===== config.mk =====
export PLATFORM = sky130hd
export DESIGN_NAME = mbrot_queue
export DESIGN_NICKNAME = d
export VERILOG_FILES = /design/src/rtl/core/mbrot_pkg.sv /design/src/rtl/core/mbrot_queue.sv
export SDC_FILE = /design/constraint.sdc
export NUM_CORES = 1
export LEC_CHECK = 0
export BUFFER_PORTS_ARGS = -buffer_cell sky130_fd_sc_hd__buf_2
export CORE_AREA = 2 2 165 167
export DETAILED_ROUTE_END_ITERATION = 16
export DIE_AREA = 0 0 167 169
export MAX_ROUTING_LAYER = met4
export PLACE_DENSITY = 0.69
export REMOVE_ABC_BUFFERS = 1
export SYNTH_ARGS = -nofsm -noshare
export SYNTH_HDL_FRONTEND = slang
export SYNTH_SLANG_ARGS = --single-unit
export TNS_END_PERCENT = 20

===== constraint.sdc =====
create_clock -name clk -period 3.6 [get_ports clk]
set_clock_uncertainty 0.05 [all_clocks]
set_input_delay 0.54 -clock clk [delete_from_list [all_inputs] [get_ports clk]]
set_output_delay 0.54 -clock clk [all_outputs]
set_load 0.01 [all_outputs]

===== src/rtl/core/mbrot_pkg.sv =====
// ----------------------------------------------------------------------------
// mbrot_pkg
// Shared types and constants of the escape-time pixel engine.
// ----------------------------------------------------------------------------
`default_nettype none

package mbrot_pkg;

	localparam int IMAGE_DIM_DEF = 1024;
	localparam int FRAC_BITS_DEF = 28;
	localparam int QUEUE_DEPTH   = 4;

	localparam logic [31:0] REAL_START_RST = 32'hE000_0000;
	localparam logic [30:0] REAL_STEP_RST  = 31'd1464188;
	localparam logic [31:0] IMAG_START_RST = 32'hF000_0000;
	localparam logic [30:0] IMAG_STEP_RST  = 31'd976125;
	localparam logic [15:0] MAX_ITER_RST   = 16'd1000;

	localparam logic [7:0] GREEN_MOD = 8'd205;
	localparam logic [7:0] BLUE_MOD  = 8'd250;

	typedef enum logic [2:0] {
		REG_REAL_START = 3'd0,
		REG_REAL_STEP  = 3'd1,
		REG_IMAG_START = 3'd2,
		REG_IMAG_STEP  = 3'd3,
		REG_MAX_ITER   = 3'd4
	} reg_idx_t;

	typedef struct packed {
		logic [9:0] pixel_x;
		logic [9:0] pixel_y;
	} pixel_t;

	typedef struct packed {
		logic [9:0]  out_x;
		logic [9:0]  out_y;
		logic [15:0] escape_count;
		logic [6:0]  red;
		logic [7:0]  green;
		logic [7:0]  blue;
	} result_t;

	typedef struct packed {
		logic signed [31:0] real_start;
		logic [30:0]        real_step;
		logic signed [31:0] imag_start;
		logic [30:0]        imag_step;
		logic [15:0]        max_iterations;
	} cfg_t;

	// One mapped point waiting for the iteration engine.
	typedef struct packed {
		logic signed [31:0] c_re;
		logic signed [31:0] c_im;
		logic [9:0]         x;
		logic [9:0]         y;
	} job_t;

endpackage

`default_nettype wire


===== src/rtl/core/mbrot_queue.sv =====
// ----------------------------------------------------------------------------
// mbrot_queue
// Short queue of mapped points between the front and the iteration engine.
// ----------------------------------------------------------------------------
`default_nettype none

module mbrot_queue (
	input  wire              clk,
	input  wire              arst_n,
	input  wire              wr_en,
	output logic             q_full,
	input  mbrot_pkg::job_t  wr_data,
	input  wire              rd_en,
	output logic             q_empty,
	output mbrot_pkg::job_t  rd_data
);
	import mbrot_pkg::*;

	localparam int PW = $clog2(QUEUE_DEPTH);

	job_t          mem_q [QUEUE_DEPTH];
	logic [PW-1:0] wr_ptr_q, rd_ptr_q;
	logic [PW:0]   count_q;
	logic          do_wr, do_rd;

	assign q_full  = (count_q == (PW+1)'(QUEUE_DEPTH));
	assign q_empty = (count_q == '0);
	assign do_wr   = wr_en && !q_full;
	assign do_rd   = rd_en && !q_empty;
	assign rd_data = mem_q[rd_ptr_q];

	always_ff @(posedge clk or negedge arst_n) begin
		if (!arst_n) begin
			wr_ptr_q <= '0;
			rd_ptr_q <= '0;
			count_q  <= '0;
		end else begin
			if (do_wr) wr_ptr_q <= wr_ptr_q + 1'b1;
			if (do_rd) rd_ptr_q <= rd_ptr_q + 1'b1;
			if (do_wr && !do_rd) count_q <= count_q + 1'b1;
			else if (do_rd && !do_wr) count_q <= count_q - 1'b1;
		end
	end

	always_ff @(posedge clk) begin
		if (do_wr) mem_q[wr_ptr_q] <= wr_data;
	end

endmodule

`default_nettype wire


# After elaboration in Yosys (flattened, before gate mapping)
# Memory sizes are Yosys's and may differ from the RTL's.
# Index checks and enable logic that the tools add are counted.
# op_classes
addsub,4
mux,4
n_eq_ne,1
reduce_logical,10
# ops
operator,count
3-bit 2-to-1 mux,2
2-bit by 1-bit adder with 2-bit output (second input constant),2
1-bit logical AND,4
1-bit zero test,4
3-bit by 1-bit adder with 3-bit output (second input constant),1
3-bit equality test (second input constant),1
3-bit zero test,1
3-bit by 1-bit subtractor with 3-bit output (second input constant),1
1-bit 2-to-1 mux,2
2-bit nonzero test,1
# totals
input_bits,88
n_memories,1
out_inout_bits,86
ram_bits,336
ff_bits,7
word_cells,23
# memory_table
memory,depth,width,rd,rd_ports_with_merged_regs,wr,line,text
mem_q,4,84,1,0,1,mbrot_queue.sv:21,job_t mem_q [QUEUE_DEPTH];

# Logic depth before layout (Yosys ltp)
# logic_depth
word_depth,7
mapped_depth,9
mapped_depth_nobuf,8

# Least setup slack after synthesis
# Ideal clock, no wire load.
# synth_path
kind,register to register
start,reg count_q[2]
end,mem mem_q[0][0] in the netlist's numbering (enable)
t_arrival_ns,2.783
stages_incl_launch_ff,5
path_slack_ns,0.316
path_buffers,1
setup_time_ns,0.452
path_cell_list,dfrtp_1 > nor3b_2 > nor2b_1 > buf_2 > and2_1
# synth_via
elab_chain_len,5
# synth_rtl
element,line,text
start: declaration,mbrot_queue.sv:23,logic [PW:0] count_q;
start signal: assignment,mbrot_queue.sv:40,if (do_wr && !do_rd) count_q <= count_q + 1'b1;
start signal: assignment,mbrot_queue.sv:41,else if (do_rd && !do_wr) count_q <= count_q - 1'b1;
3-bit equality test,mbrot_queue.sv:26,assign q_full = (count_q == (PW+1)'(QUEUE_DEPTH));
via q_full,mbrot_queue.sv:11,"output logic q_full,"
1-bit zero test,mbrot_queue.sv:28,assign do_wr = wr_en && !q_full;
1-bit logical AND,mbrot_queue.sv:28,
via do_wr,mbrot_queue.sv:24,"logic do_wr, do_rd;"
1-bit 2-to-1 mux,mbrot_queue.sv:46,if (do_wr) mem_q[wr_ptr_q] <= wr_data;
1-bit 2-to-1 mux (implied by the code),mbrot_queue.sv:46,
end: declaration,mbrot_queue.sv:21,
# The timed path passes the listed nets, and every way through them passes these cells.

==> flow_metrics.tcl <==
set metrics [dict create \
    outcome "finished clean" \
    setup_viol 0 \
    core_um2 26500 \
    drv_slew 0 \
    cts_tree "yes" \
    ir_worst_vdd_mv 0.5472 \
    synth.top_cell.area_share_pct 80.21 \
    synth_largest_area_cell "edfxtp_1" \
    rows 60 \
    postCtsSetupBuffers 0 \
    fin_nets 775 \
    synth_top_family_by_area "multiplexers" \
    tightest_slew_ps 691.2 \
    port_buffers 173 \
    finalCritPeriodShare_pct 81.24 \
    finalHoldViolations 0 \
    vias 5606 \
    period_needed_ps 2925 \
    yosysWarnings 0 \
    hold_slack_ps 193.5 \
    hp-class "input pin to flip-flop" \
    drc 0 \
    cts_buffer_depth 3 \
    dpl.hpwl_um 13700 \
    critPathLaunchType "flip-flop" \
    rsz0062_at_grt "false" \
    yosysSeqAreaShare_pct 81.60 \
    cts.repair.resized 0 \
    synth_seq_cells 343 \
    internal_power_mw 8.996 \
    synth-xor-area-share_pct 0.4177 \
    postSynthAreaPerCell_um2 26.48 \
    relSlewSlack_pct 53.92 \
    cap_violations 0 \
    pwr-share-clk_pct 27.6 \
    area_growth_pct 19.49 \
    grt.overflow.total 0 \
    seqPwrFrac_pct 45.0 \
    yosysUniqueCellTypes 21 \
    cts_hold_buf 1 \
    required_ps 3010 \
    fmax_ghz 0.3419 \
    clk_pin_slew_ps 60 \
    cts-htree-levels 2 \
    antenna_found_initial 5 \
    die_area_um2 28220 \
    yosys.area_share.simple_pct 0.4973 \
    ant_nets 0 \
    die_h_um 169 \
    clockRootBuffer "clkbuf_16" \
    track_usage_pct 16.73 \
    synthAdderAreaFrac_pct 0.6565 \
    clock-sinks 343 \
    drt_iter0_markers 416 \
    critPathKind "flip-flop to primary output" \
    cp-end-kind "primary output" \
    p_leak_nw 5.150 \
    grt_max_degree 47 \
    synth.area.top_cells "edfxtp_1 (80%), mux4_2 (15%), dfrtp_1 (1.4%), buf_12 (0.80%), ha_1 (0.50%)" \
    fill_cells 1964 \
    cp.arrival_ps 2330 \
    die_x_um 167 \
    synth_mux_area_share_pct 15.22 \
    wl_per_cell_um 21.61 \
    finalWirelength_um 22780 \
    clkLatencyLatePin_ps 510 \
    p_sw_mw 3.551 \
    firstDrtPassIters 4 \
    utilization_pct 56.72 \
    swShare_pct 28.30 \
    viasPerCell 5.319 \
    syn_inst 475 \
    ios 174 \
    grt_pass1_wl_um 34640 \
    start_util_pct 47.47 \
    p_per_area_nw_per_um2 834.7 \
    cts_buffers 37 \
    power_frac_comb_pct 27.4 \
    netlist_area_um2 12580 \
    critPathMaxFanout 31 \
    tns_ps 0 \
    place_congestion 0.7176 \
    synth-compound-area-share_pct 0 \
    grt_pass1_vias 6121 \
    drive_gt1_share_pct 46.47 \
]
[synth_stat cells]
cell and number:
nor2b_1 1, dfrtp_1 7, buf_6 1, xor2_1 2
nor3b_2 1, edfxtp_1 336, buf_1 3, fa_1 1
nand3_1 1, nand2_1 1, nor2_1 1, buf_2 7
inv_1 4, buf_12 5, xnor2_1 4, mux4_2 84
and2_1 4, ha_1 5, buf_4 4, or3_1 1
mux2_2 2
[cells in the final DEF, fill, tap and decap left out]
| cell type | count |
|---|---|
| edfxtp_1 | 336 |
| mux4_2 | 84 |
| clkinvlp_4 | 1 |
| clkbuf_1 | 8 |
| clkinv_1 | 8 |
| clkinv_2 | 8 |
| dfrtp_4 | 2 |
| nand2_1 | 1 |
| dlygate4sd3_1 | 1 |
| and2_4 | 4 |
| dfrtp_1 | 5 |
| nand3_1 | 1 |
| inv_6 | 1 |
| bufinv_16 | 1 |
| nor2_1 | 1 |
| xnor2_1 | 4 |
| xor2_1 | 2 |
| buf_12 | 7 |
| nor3b_2 | 1 |
| mux2_2 | 2 |
| clkbuf_16 | 39 |
| fa_1 | 1 |
| or3_1 | 1 |
| buf_4 | 6 |
| inv_1 | 4 |
| diode_2 | 5 |
| buf_2 | 173 |
| nor2b_1 | 1 |
| ha_1 | 5 |
[cell families (layout without fill, tap and decap cells)]
group | Yosys count | in the layout
other | 0 | 5
DFF | 343 | 343
xor gates and xnor gates | 6 | 6
and+or+nand+nor | 10 | 10
buffers and inverters | 24 | 257
adders and majority gates | 6 | 6
muxes | 86 | 86
[metal layers]
layer / GRT usage [%] / wire length [µm] / part of all wire [%] / vias to the layer above
met2: 27.64 / 11610 / 51 / 165
met4: 4.798 / 434 / 1.9 / 0
li1: - / - / - / 2465
met5: - / 0 / 0 / -
met3: 4.279 / 1207 / 5.3 / 34
met1: 20.75 / 9531 / 42 / 2942
[final timing paths]
path / start / to / slack, ps / cells past startpoint
setup / recovery: rd_ptr_q[0] / rd_data[8] / 680 / 3
hold / removal: wr_data[1] / mem_q[1][1] / 190 / 1
setup reg to reg: count_q[2] / mem_q[0][56] / 1270 / 4
hold reg to reg: count_q[2] / count_q[2] / 440 / 1
max in group asynchronous: arst_n / rd_ptr_q[0] / 2940 / 2
min in group asynchronous: arst_n / wr_ptr_q[0] / 360 / 2
[worst max-delay path: stages (launching register included)]
cell and delay (ps):
dfrtp_4 760, buf_12 330, mux4_2 550, buf_2 160
[layout make-up]
class	count	area, µm²	area share [%]
Tap cell	341	426.7	2.838
Timing Repair Buffer	187	1061	7.058
Sequential cell	343	10270	68.34
Multi-Input combinational cell	108	2122	14.12
Antenna cell	5	12.51	0.08324
Clock inverter	19	116.4	0.7741
Inverter	4	15.01	0.09988
Clock buffer	47	1006	6.692
[state kept, by name, indices dropped and copies added (netlist names)]
signal	count
wr_ptr_q	2
rd_ptr_q	2
count_q	3
mem_q	336
[power by group through the flow]
stage,registers (mW),clock network (mW),logic [mW]
4_1_cts,5.67,3.55,3.55
6_report,5.65,3.46,3.44
3_5_place_dp,5.75,0,3.53
5_1_grt,5.73,3.71,3.71
3_3_place_gp,5.69,0,3.49
2_1_floorplan,5.87,0,2.06
[stage by stage]
step	instance area (µm²)	total power, mW	worst slack, ps	std cells
floorplan	12390	7.936	-1017	455
global placement	13890	9.174	1120	982
detailed placement	13890	9.277	1118	982
CTS	15020	12.77	569.2	1049
global route	15030	13.15	516.3	1054
finish	15030	12.55	675.4	1054
Power figures use the tool's default switching activity.
