**src/rtl/core/mbrot_pkg.sv**
```systemverilog
// ----------------------------------------------------------------------------
// mbrot_pkg
// Shared types and constants of the escape-time pixel engine.
// ----------------------------------------------------------------------------
`default_nettype none

package mbrot_pkg;

	localparam int IMAGE_DIM_DEF = 1024;
	localparam int FRAC_BITS_DEF = 28;
	localparam int QUEUE_DEPTH   = 4;

	localparam logic [31:0] REAL_START_RST = 32'hE000_0000;
	localparam logic [30:0] REAL_STEP_RST  = 31'd1464188;
	localparam logic [31:0] IMAG_START_RST = 32'hF000_0000;
	localparam logic [30:0] IMAG_STEP_RST  = 31'd976125;
	localparam logic [15:0] MAX_ITER_RST   = 16'd1000;

	localparam logic [7:0] GREEN_MOD = 8'd205;
	localparam logic [7:0] BLUE_MOD  = 8'd250;

	typedef enum logic [2:0] {
		REG_REAL_START = 3'd0,
		REG_REAL_STEP  = 3'd1,
		REG_IMAG_START = 3'd2,
		REG_IMAG_STEP  = 3'd3,
		REG_MAX_ITER   = 3'd4
	} reg_idx_t;

	typedef struct packed {
		logic [9:0] pixel_x;
		logic [9:0] pixel_y;
	} pixel_t;

	typedef struct packed {
		logic [9:0]  out_x;
		logic [9:0]  out_y;
		logic [15:0] escape_count;
		logic [6:0]  red;
		logic [7:0]  green;
		logic [7:0]  blue;
	} result_t;

	typedef struct packed {
		logic signed [31:0] real_start;
		logic [30:0]        real_step;
		logic signed [31:0] imag_start;
		logic [30:0]        imag_step;
		logic [15:0]        max_iterations;
	} cfg_t;

	// One mapped point waiting for the iteration engine.
	typedef struct packed {
		logic signed [31:0] c_re;
		logic signed [31:0] c_im;
		logic [9:0]         x;
		logic [9:0]         y;
	} job_t;

endpackage

`default_nettype wire

```
**src/rtl/core/mbrot_front.sv**
```systemverilog
// ----------------------------------------------------------------------------
// mbrot_front
// Accepts pixel requests and maps them to complex points c = start + idx*step.
// ----------------------------------------------------------------------------
`default_nettype none

module mbrot_front #(
	parameter int IMAGE_DIM = mbrot_pkg::IMAGE_DIM_DEF
) (
	input  wire                 clk,
	input  wire                 arst_n,
	input  wire                 push,
	output logic                full,
	input  mbrot_pkg::pixel_t   pixel,
	input  mbrot_pkg::cfg_t     cfg,
	output logic                job_push,
	input  wire                 job_full,
	output mbrot_pkg::job_t     job
);
	import mbrot_pkg::*;

	localparam logic [16:0] LIM = 17'(IMAGE_DIM - 1);

	logic        valid_s1;
	logic [40:0] prod_r_s1, prod_i_s1;
	logic [9:0]  x_s1, y_s1;
	logic        advance;
	logic [9:0]  idx_x, idx_y;
	logic signed [42:0] sum_r, sum_i;

	assign advance  = !valid_s1 || !job_full;
	assign full     = !advance;
	assign job_push = valid_s1 && !job_full;

	// Indices beyond the image are clamped for the mapping only.
	always_comb begin
		idx_x = ({7'd0, pixel.pixel_x} > LIM) ? LIM[9:0] : pixel.pixel_x;
		idx_y = ({7'd0, pixel.pixel_y} > LIM) ? LIM[9:0] : pixel.pixel_y;
	end

	always_ff @(posedge clk or negedge arst_n) begin
		if (!arst_n) begin
			valid_s1 <= 1'b0;
		end else if (advance) begin
			valid_s1 <= push;
		end
	end

	always_ff @(posedge clk) begin
		if (advance && push) begin
			prod_r_s1 <= 41'(idx_x) * 41'(cfg.real_step);
			prod_i_s1 <= 41'(idx_y) * 41'(cfg.imag_step);
			x_s1      <= pixel.pixel_x;
			y_s1      <= pixel.pixel_y;
		end
	end

	function automatic logic signed [31:0] sat32(input logic signed [42:0] v);
		logic signed [31:0] r;
		if (v[42:31] == '0 || v[42:31] == '1) begin
			r = v[31:0];
		end else if (v[42]) begin
			r = 32'sh8000_0000;
		end else begin
			r = 32'sh7FFF_FFFF;
		end
		return r;
	endfunction

	always_comb begin
		sum_r    = 43'(cfg.real_start) + $signed({2'b00, prod_r_s1});
		sum_i    = 43'(cfg.imag_start) + $signed({2'b00, prod_i_s1});
		job.c_re = sat32(sum_r);
		job.c_im = sat32(sum_i);
		job.x    = x_s1;
		job.y    = y_s1;
	end

endmodule

`default_nettype wire

```
**config.mk**
```make
export PLATFORM = sky130hd
export DESIGN_NAME = mbrot_front
export DESIGN_NICKNAME = d
export VERILOG_FILES = /design/src/rtl/core/mbrot_pkg.sv /design/src/rtl/core/mbrot_front.sv
export SDC_FILE = /design/constraint.sdc
export NUM_CORES = 2
export LEC_CHECK = 0
export BUFFER_PORTS_ARGS = -buffer_cell sky130_fd_sc_hd__buf_2
export CORE_AREA = 2 2 269 271
export CTS_CLUSTER_DIAMETER = 120
export DETAILED_ROUTE_END_ITERATION = 10
export DIE_AREA = 0 0 271 273
export PLACE_DENSITY = 0.56
export SLEW_MARGIN = 20
export SYNTH_ARGS = -nofsm -noshare
export SYNTH_HDL_FRONTEND = slang
export SYNTH_SLANG_ARGS = --single-unit
```
**constraint.sdc**
```tcl
create_clock -name clk -period 8.6 [get_ports clk]
set_clock_uncertainty 0.1 [all_clocks]
set_input_delay 0.86 -clock clk [delete_from_list [all_inputs] [get_ports clk]]
set_output_delay 0.86 -clock clk [all_outputs]
set_load 0.02 [all_outputs]
```
# Word level (Yosys, flattened, before mapping)
# Cells that the tools add are included.
[classes]
add_sub_neg = 2
multipliers = 2
n_eq_ne = 2
mux = 4
reduce_logical = 10
[op_table]
columns = ["op", "n"]
rows = [
  ["2-to-1 mux 32 bit", 4],
  ["adder 32 x 42 -> 43 bit", 2],
  ["multiplier 10 x 31 -> 41 bit", 2],
  ["== test 12 bit (second input constant)", 2],
  ["zero test 12 bit", 2],
  ["zero test 1 bit", 3],
  ["logical OR 1 bit", 3],
  ["logical AND 1 bit", 2],
]
[totals]
reg_bits = 103
in_bits = 166
output_inout_bits = 86
wordCells = 25

# Logic depth before layout (Yosys ltp)
[depth]
ltp_word = 4
depth_mapped = 24
depth_no_buf = 23

# Worst setup path before layout
# No wires, ideal clock.
[synth_timing]
path_kind = "input -> register"
startpoint = "in pixel[11] (netlist bit)"
endpoint = "reg prod_r_s1[40], data pin"
setup_time_ps = 260
arrival_ps = 6315
required_time_ps = 8240
setup_slack_ps = 1925
cell_stages = 24
path_buffers = 1
cell_sequence = "clkbuf_1 > nand2_1 > fa_1 > inv_1 > fa_1 > inv_1 > fa_1 > inv_1 > fa_1 > inv_1 > fa_1 > inv_1 > ha_1 > nand2_1 > nor3_1 > a31o_2 > o311ai_0 > a211oi_1 > o31ai_1 > nor2_1 > a211o_1 > a221o_1 > a21oi_1 > xnor2_1"
[synth_via]
elab_chain_cells = 1
[synth_lines]
columns = ["item", "line", "source"]
rows = [
  ["start, declared", "mbrot_front.sv:14", "input mbrot_pkg::pixel_t pixel,"],
  ["multiplier 10 x 31 -> 41 bit", "mbrot_front.sv:51", "prod_r_s1 <= 41'(idx_x) * 41'(cfg.real_step);"],
  ["end signal, assigned", "mbrot_front.sv:51", ""],
  ["end, declared", "mbrot_front.sv:25", "logic [40:0] prod_r_s1, prod_i_s1;"],
]
# No other way between the ends.
# A chain may end at the register's enable or synchronous reset.

# Worst setup path after layout
[layout_timing]
startpoint = "in pixel[1] (netlist bit)"
endpoint = "reg prod_i_s1[40], data pin"
[layout_via]
elab_chain_cells = 1
[layout_lines]
columns = ["item", "line", "source"]
rows = [
  ["multiplier 10 x 31 -> 41 bit", "mbrot_front.sv:52", "prod_i_s1 <= 41'(idx_y) * 41'(cfg.imag_step);"],
  ["end signal, assigned", "mbrot_front.sv:52", ""],
  ["end, declared", "mbrot_front.sv:25", ""],
]
# No other way between the ends.

==> impl_metrics.ini <==
[sta]
fmax_mhz = 135.2
fin_tns_setup_ns = 0
setup_violations = 0
tightest_slew_ns = 0.8507
slew_headroom_pct = 43.28
rsz0062_at_grt = false
maxSlewViolCount = 0
fin_crit_ns = 7.398
min_period_over_period_pct = 86.02
finalHoldViolCount = 0

[die]
die_area_mm2 = 0.07398
die_x_um = 271
core.rowCount = 98
core_mm2 = 0.07100
ios = 252
start_util_pct = 38.76
die_y_um = 273

[logic_synthesis]
synth_top_cell_by_area = fa_1
synthArstFlopShare_pct = 0.9709
syn-mean-instance-area_um2 = 8.849
synth_warnings = 0
yosys_register_bits = 103
yosysMostFrequentCell = fa_1
synth_ff_type = edfxtp_1
synth.distinct_cells = 75
synth_edf_count = 102
yosys-top-cells-count = fa_1 (462), inv_1 (461), nand2_1 (390), and2_1 (346), ha_1 (236)
synth_area_leaders = fa_1 (34%), edfxtp_1 (11%), ha_1 (11%), and2_1 (7.9%), inv_1 (6.3%)
synth.net_count = 3974
syn_area_mm2 = 0.02752
synth_top_area_share_pct = 33.61
yosysSeqAreaShare_pct = 11.22
synthCells = 3110

[detailed_routing]
num_vias = 21200
drt-initial-drc-count = 1140
antenna_left = 0
drc = 0
viasPerCell = 5.088
wl_mm = 70.11
wl_per_cell_um = 16.83
firstDrtPassIters = 5

[worst_setup_path]
crit_type = input pin to register
cp-start-kind = input pin
worstPathArrival_ns = 7.44
crit_fanout = 32
required_ns = 8.64
endpoint_kind = register

[pwr]
p_leak_nw = 14.53
p_total_mw = 11.68
p_per_area_mw_per_mm2 = 394.1
peakVddDrop_v = 0.0002280

[clock_network]
hold_buffers = 0
clock-sinks = 103
worstSkewPairLatency_ns = 0.40
cts_setup_buffers = 0
cts_tree = yes
cts_resized = 0
clk_transition_reported_paths_ns = 0.09
htree_levels = 3
clockRootBuffer = clkbuf_16
clockBufferDepth = 2
cts-buffers-inserted = 9

[placed_design]
hpwl_mm = 57.05
port_buffers = 235
gp_congestion = 0.9007

[layout]
area_growth_pct = 7.738
drive_gt1_share_pct = 9.838
fin_nets = 4071
final.fill_count = 7170

[run_status]
outcome = finished clean

[global_route]
grt_pass1_wl_mm = 115.6
grt_max_degree = 53
antenna_found_initial = 9
grt_pass1_vias = 21670
overflow = 0
gr-usage-all-layers_pct = 19.30

[run]
cap_viol_max_count = 0

[worst_hold_path]
hold_path.class = input pin to asynchronous set/reset pin
==> power breakdown <==
part	leakage, nW	switching (mW)	internal (mW)	total (mW)
Clock	0.145	0.228	0.227	0.454
Sequential	0.985	0.0857	1.16	1.25
Combinational	13.4	5.89	4.09	9.98
==> sequential cells by signal, summed over array words and instances (netlist names) <==
signal,cells
valid_s1,1
y_s1,10
prod_r_s1,41
x_s1,10
prod_i_s1,41
==> layout make-up <==
cell class / count / area [um^2] / share of cell area (%)
Clock buffer: 9 / 225.2 / 0.7596
Antenna cell: 5 / 12.51 / 0.04220
Sequential cell: 103 / 3088 / 10.42
Multi-Input combinational cell: 2389 / 22100 / 74.54
Inverter: 461 / 1730 / 5.836
Tap cell: 950 / 1189 / 4.009
Timing Repair Buffer: 243 / 1236 / 4.169
Clock inverter: 7 / 68.82 / 0.2321
==> layout by cell type, fill, tap and decap left out, drive strengths merged, types with 85 or more instances in the layout <==
master,netlist,layout
xnor2,85,85
a21oi,226,226
buf,21,243
fa,462,462
ha,236,236
nor2,93,93
and2,347,347
inv,461,463
edfxtp,102,102
nand2,390,390
==> per-stage QoR <==
stage	hold slack [ns]	std cells	util [%]	setup WS (ns)	instance area (um^2)
after CTS	0.09445	4162	41.73	1.084	29630
after global routing	0.1011	4163	41.75	0.6574	29640
final	0.1178	4167	41.76	1.202	29650
after global placement	0.5354	4146	41.32	0.7668	29330
after floorplan	0.4644	3110	-	1.925	27520
after detailed placement	0.5382	4146	41.32	0.6866	29330
==> worst paths after layout <==
check                                startpoint                 endpoint  slack [ns]  cells after the start
min in group clk                           push     valid_s1$_DFFE_PN0N_        0.56                      2
setup / recovery                       pixel[1]  prod_i_s1[40]$_DFFE_PP_        1.20                     22
setup reg to reg           valid_s1$_DFFE_PN0N_   prod_r_s1[0]$_DFFE_PP_        6.13                      4
max in group asynchronous                arst_n     valid_s1$_DFFE_PN0N_        8.20                      1
hold / removal                           arst_n     valid_s1$_DFFE_PN0N_        0.12                      1
hold reg to reg            valid_s1$_DFFE_PN0N_     valid_s1$_DFFE_PN0N_        0.59                      2
==> critical path, cell delays in order <==
cell and delay, ns:
buf_2 0.56, nand2_1 0.17, fa_1 0.57, inv_1 0.05
fa_1 0.45, ha_1 0.31, fa_1 0.49, inv_1 0.05
fa_1 0.47, inv_1 0.04, ha_1 0.33, and3_1 0.20
a221oi_1 0.54, o221ai_1 0.29, a21oi_1 0.33, a211oi_1 0.15
o2111ai_1 0.30, a21oi_1 0.14, o41ai_1 0.66, o21ai_0 0.18
a21oi_1 0.20, xnor2_1 0.09
==> routing by layer <==
| layer | up-vias | part of all wire, % | GRT usage [%] |
|---|---|---|---|
| met5 | - | 0.094 | 0 |
| met4 | 10 | 1.7 | 3.998 |
| met3 | 64 | 3.7 | 2.144 |
| met2 | 375 | 46 | 30.99 |
| met1 | 10550 | 49 | 28.10 |
| li1 | 10200 | - | - |
==> cell families after synthesis <==
logic type / after synthesis / synth area share [%]
flops: 103 / 11.22
mux: 6 / 0.2228
buf+inv: 618 / 8.539
simple gates: 986 / 17.95
xor+xnor: 147 / 4.679
fa+ha+maj: 698 / 44.34
compound gates: 552 / 13.05
(Power assumes the default switching activity.)
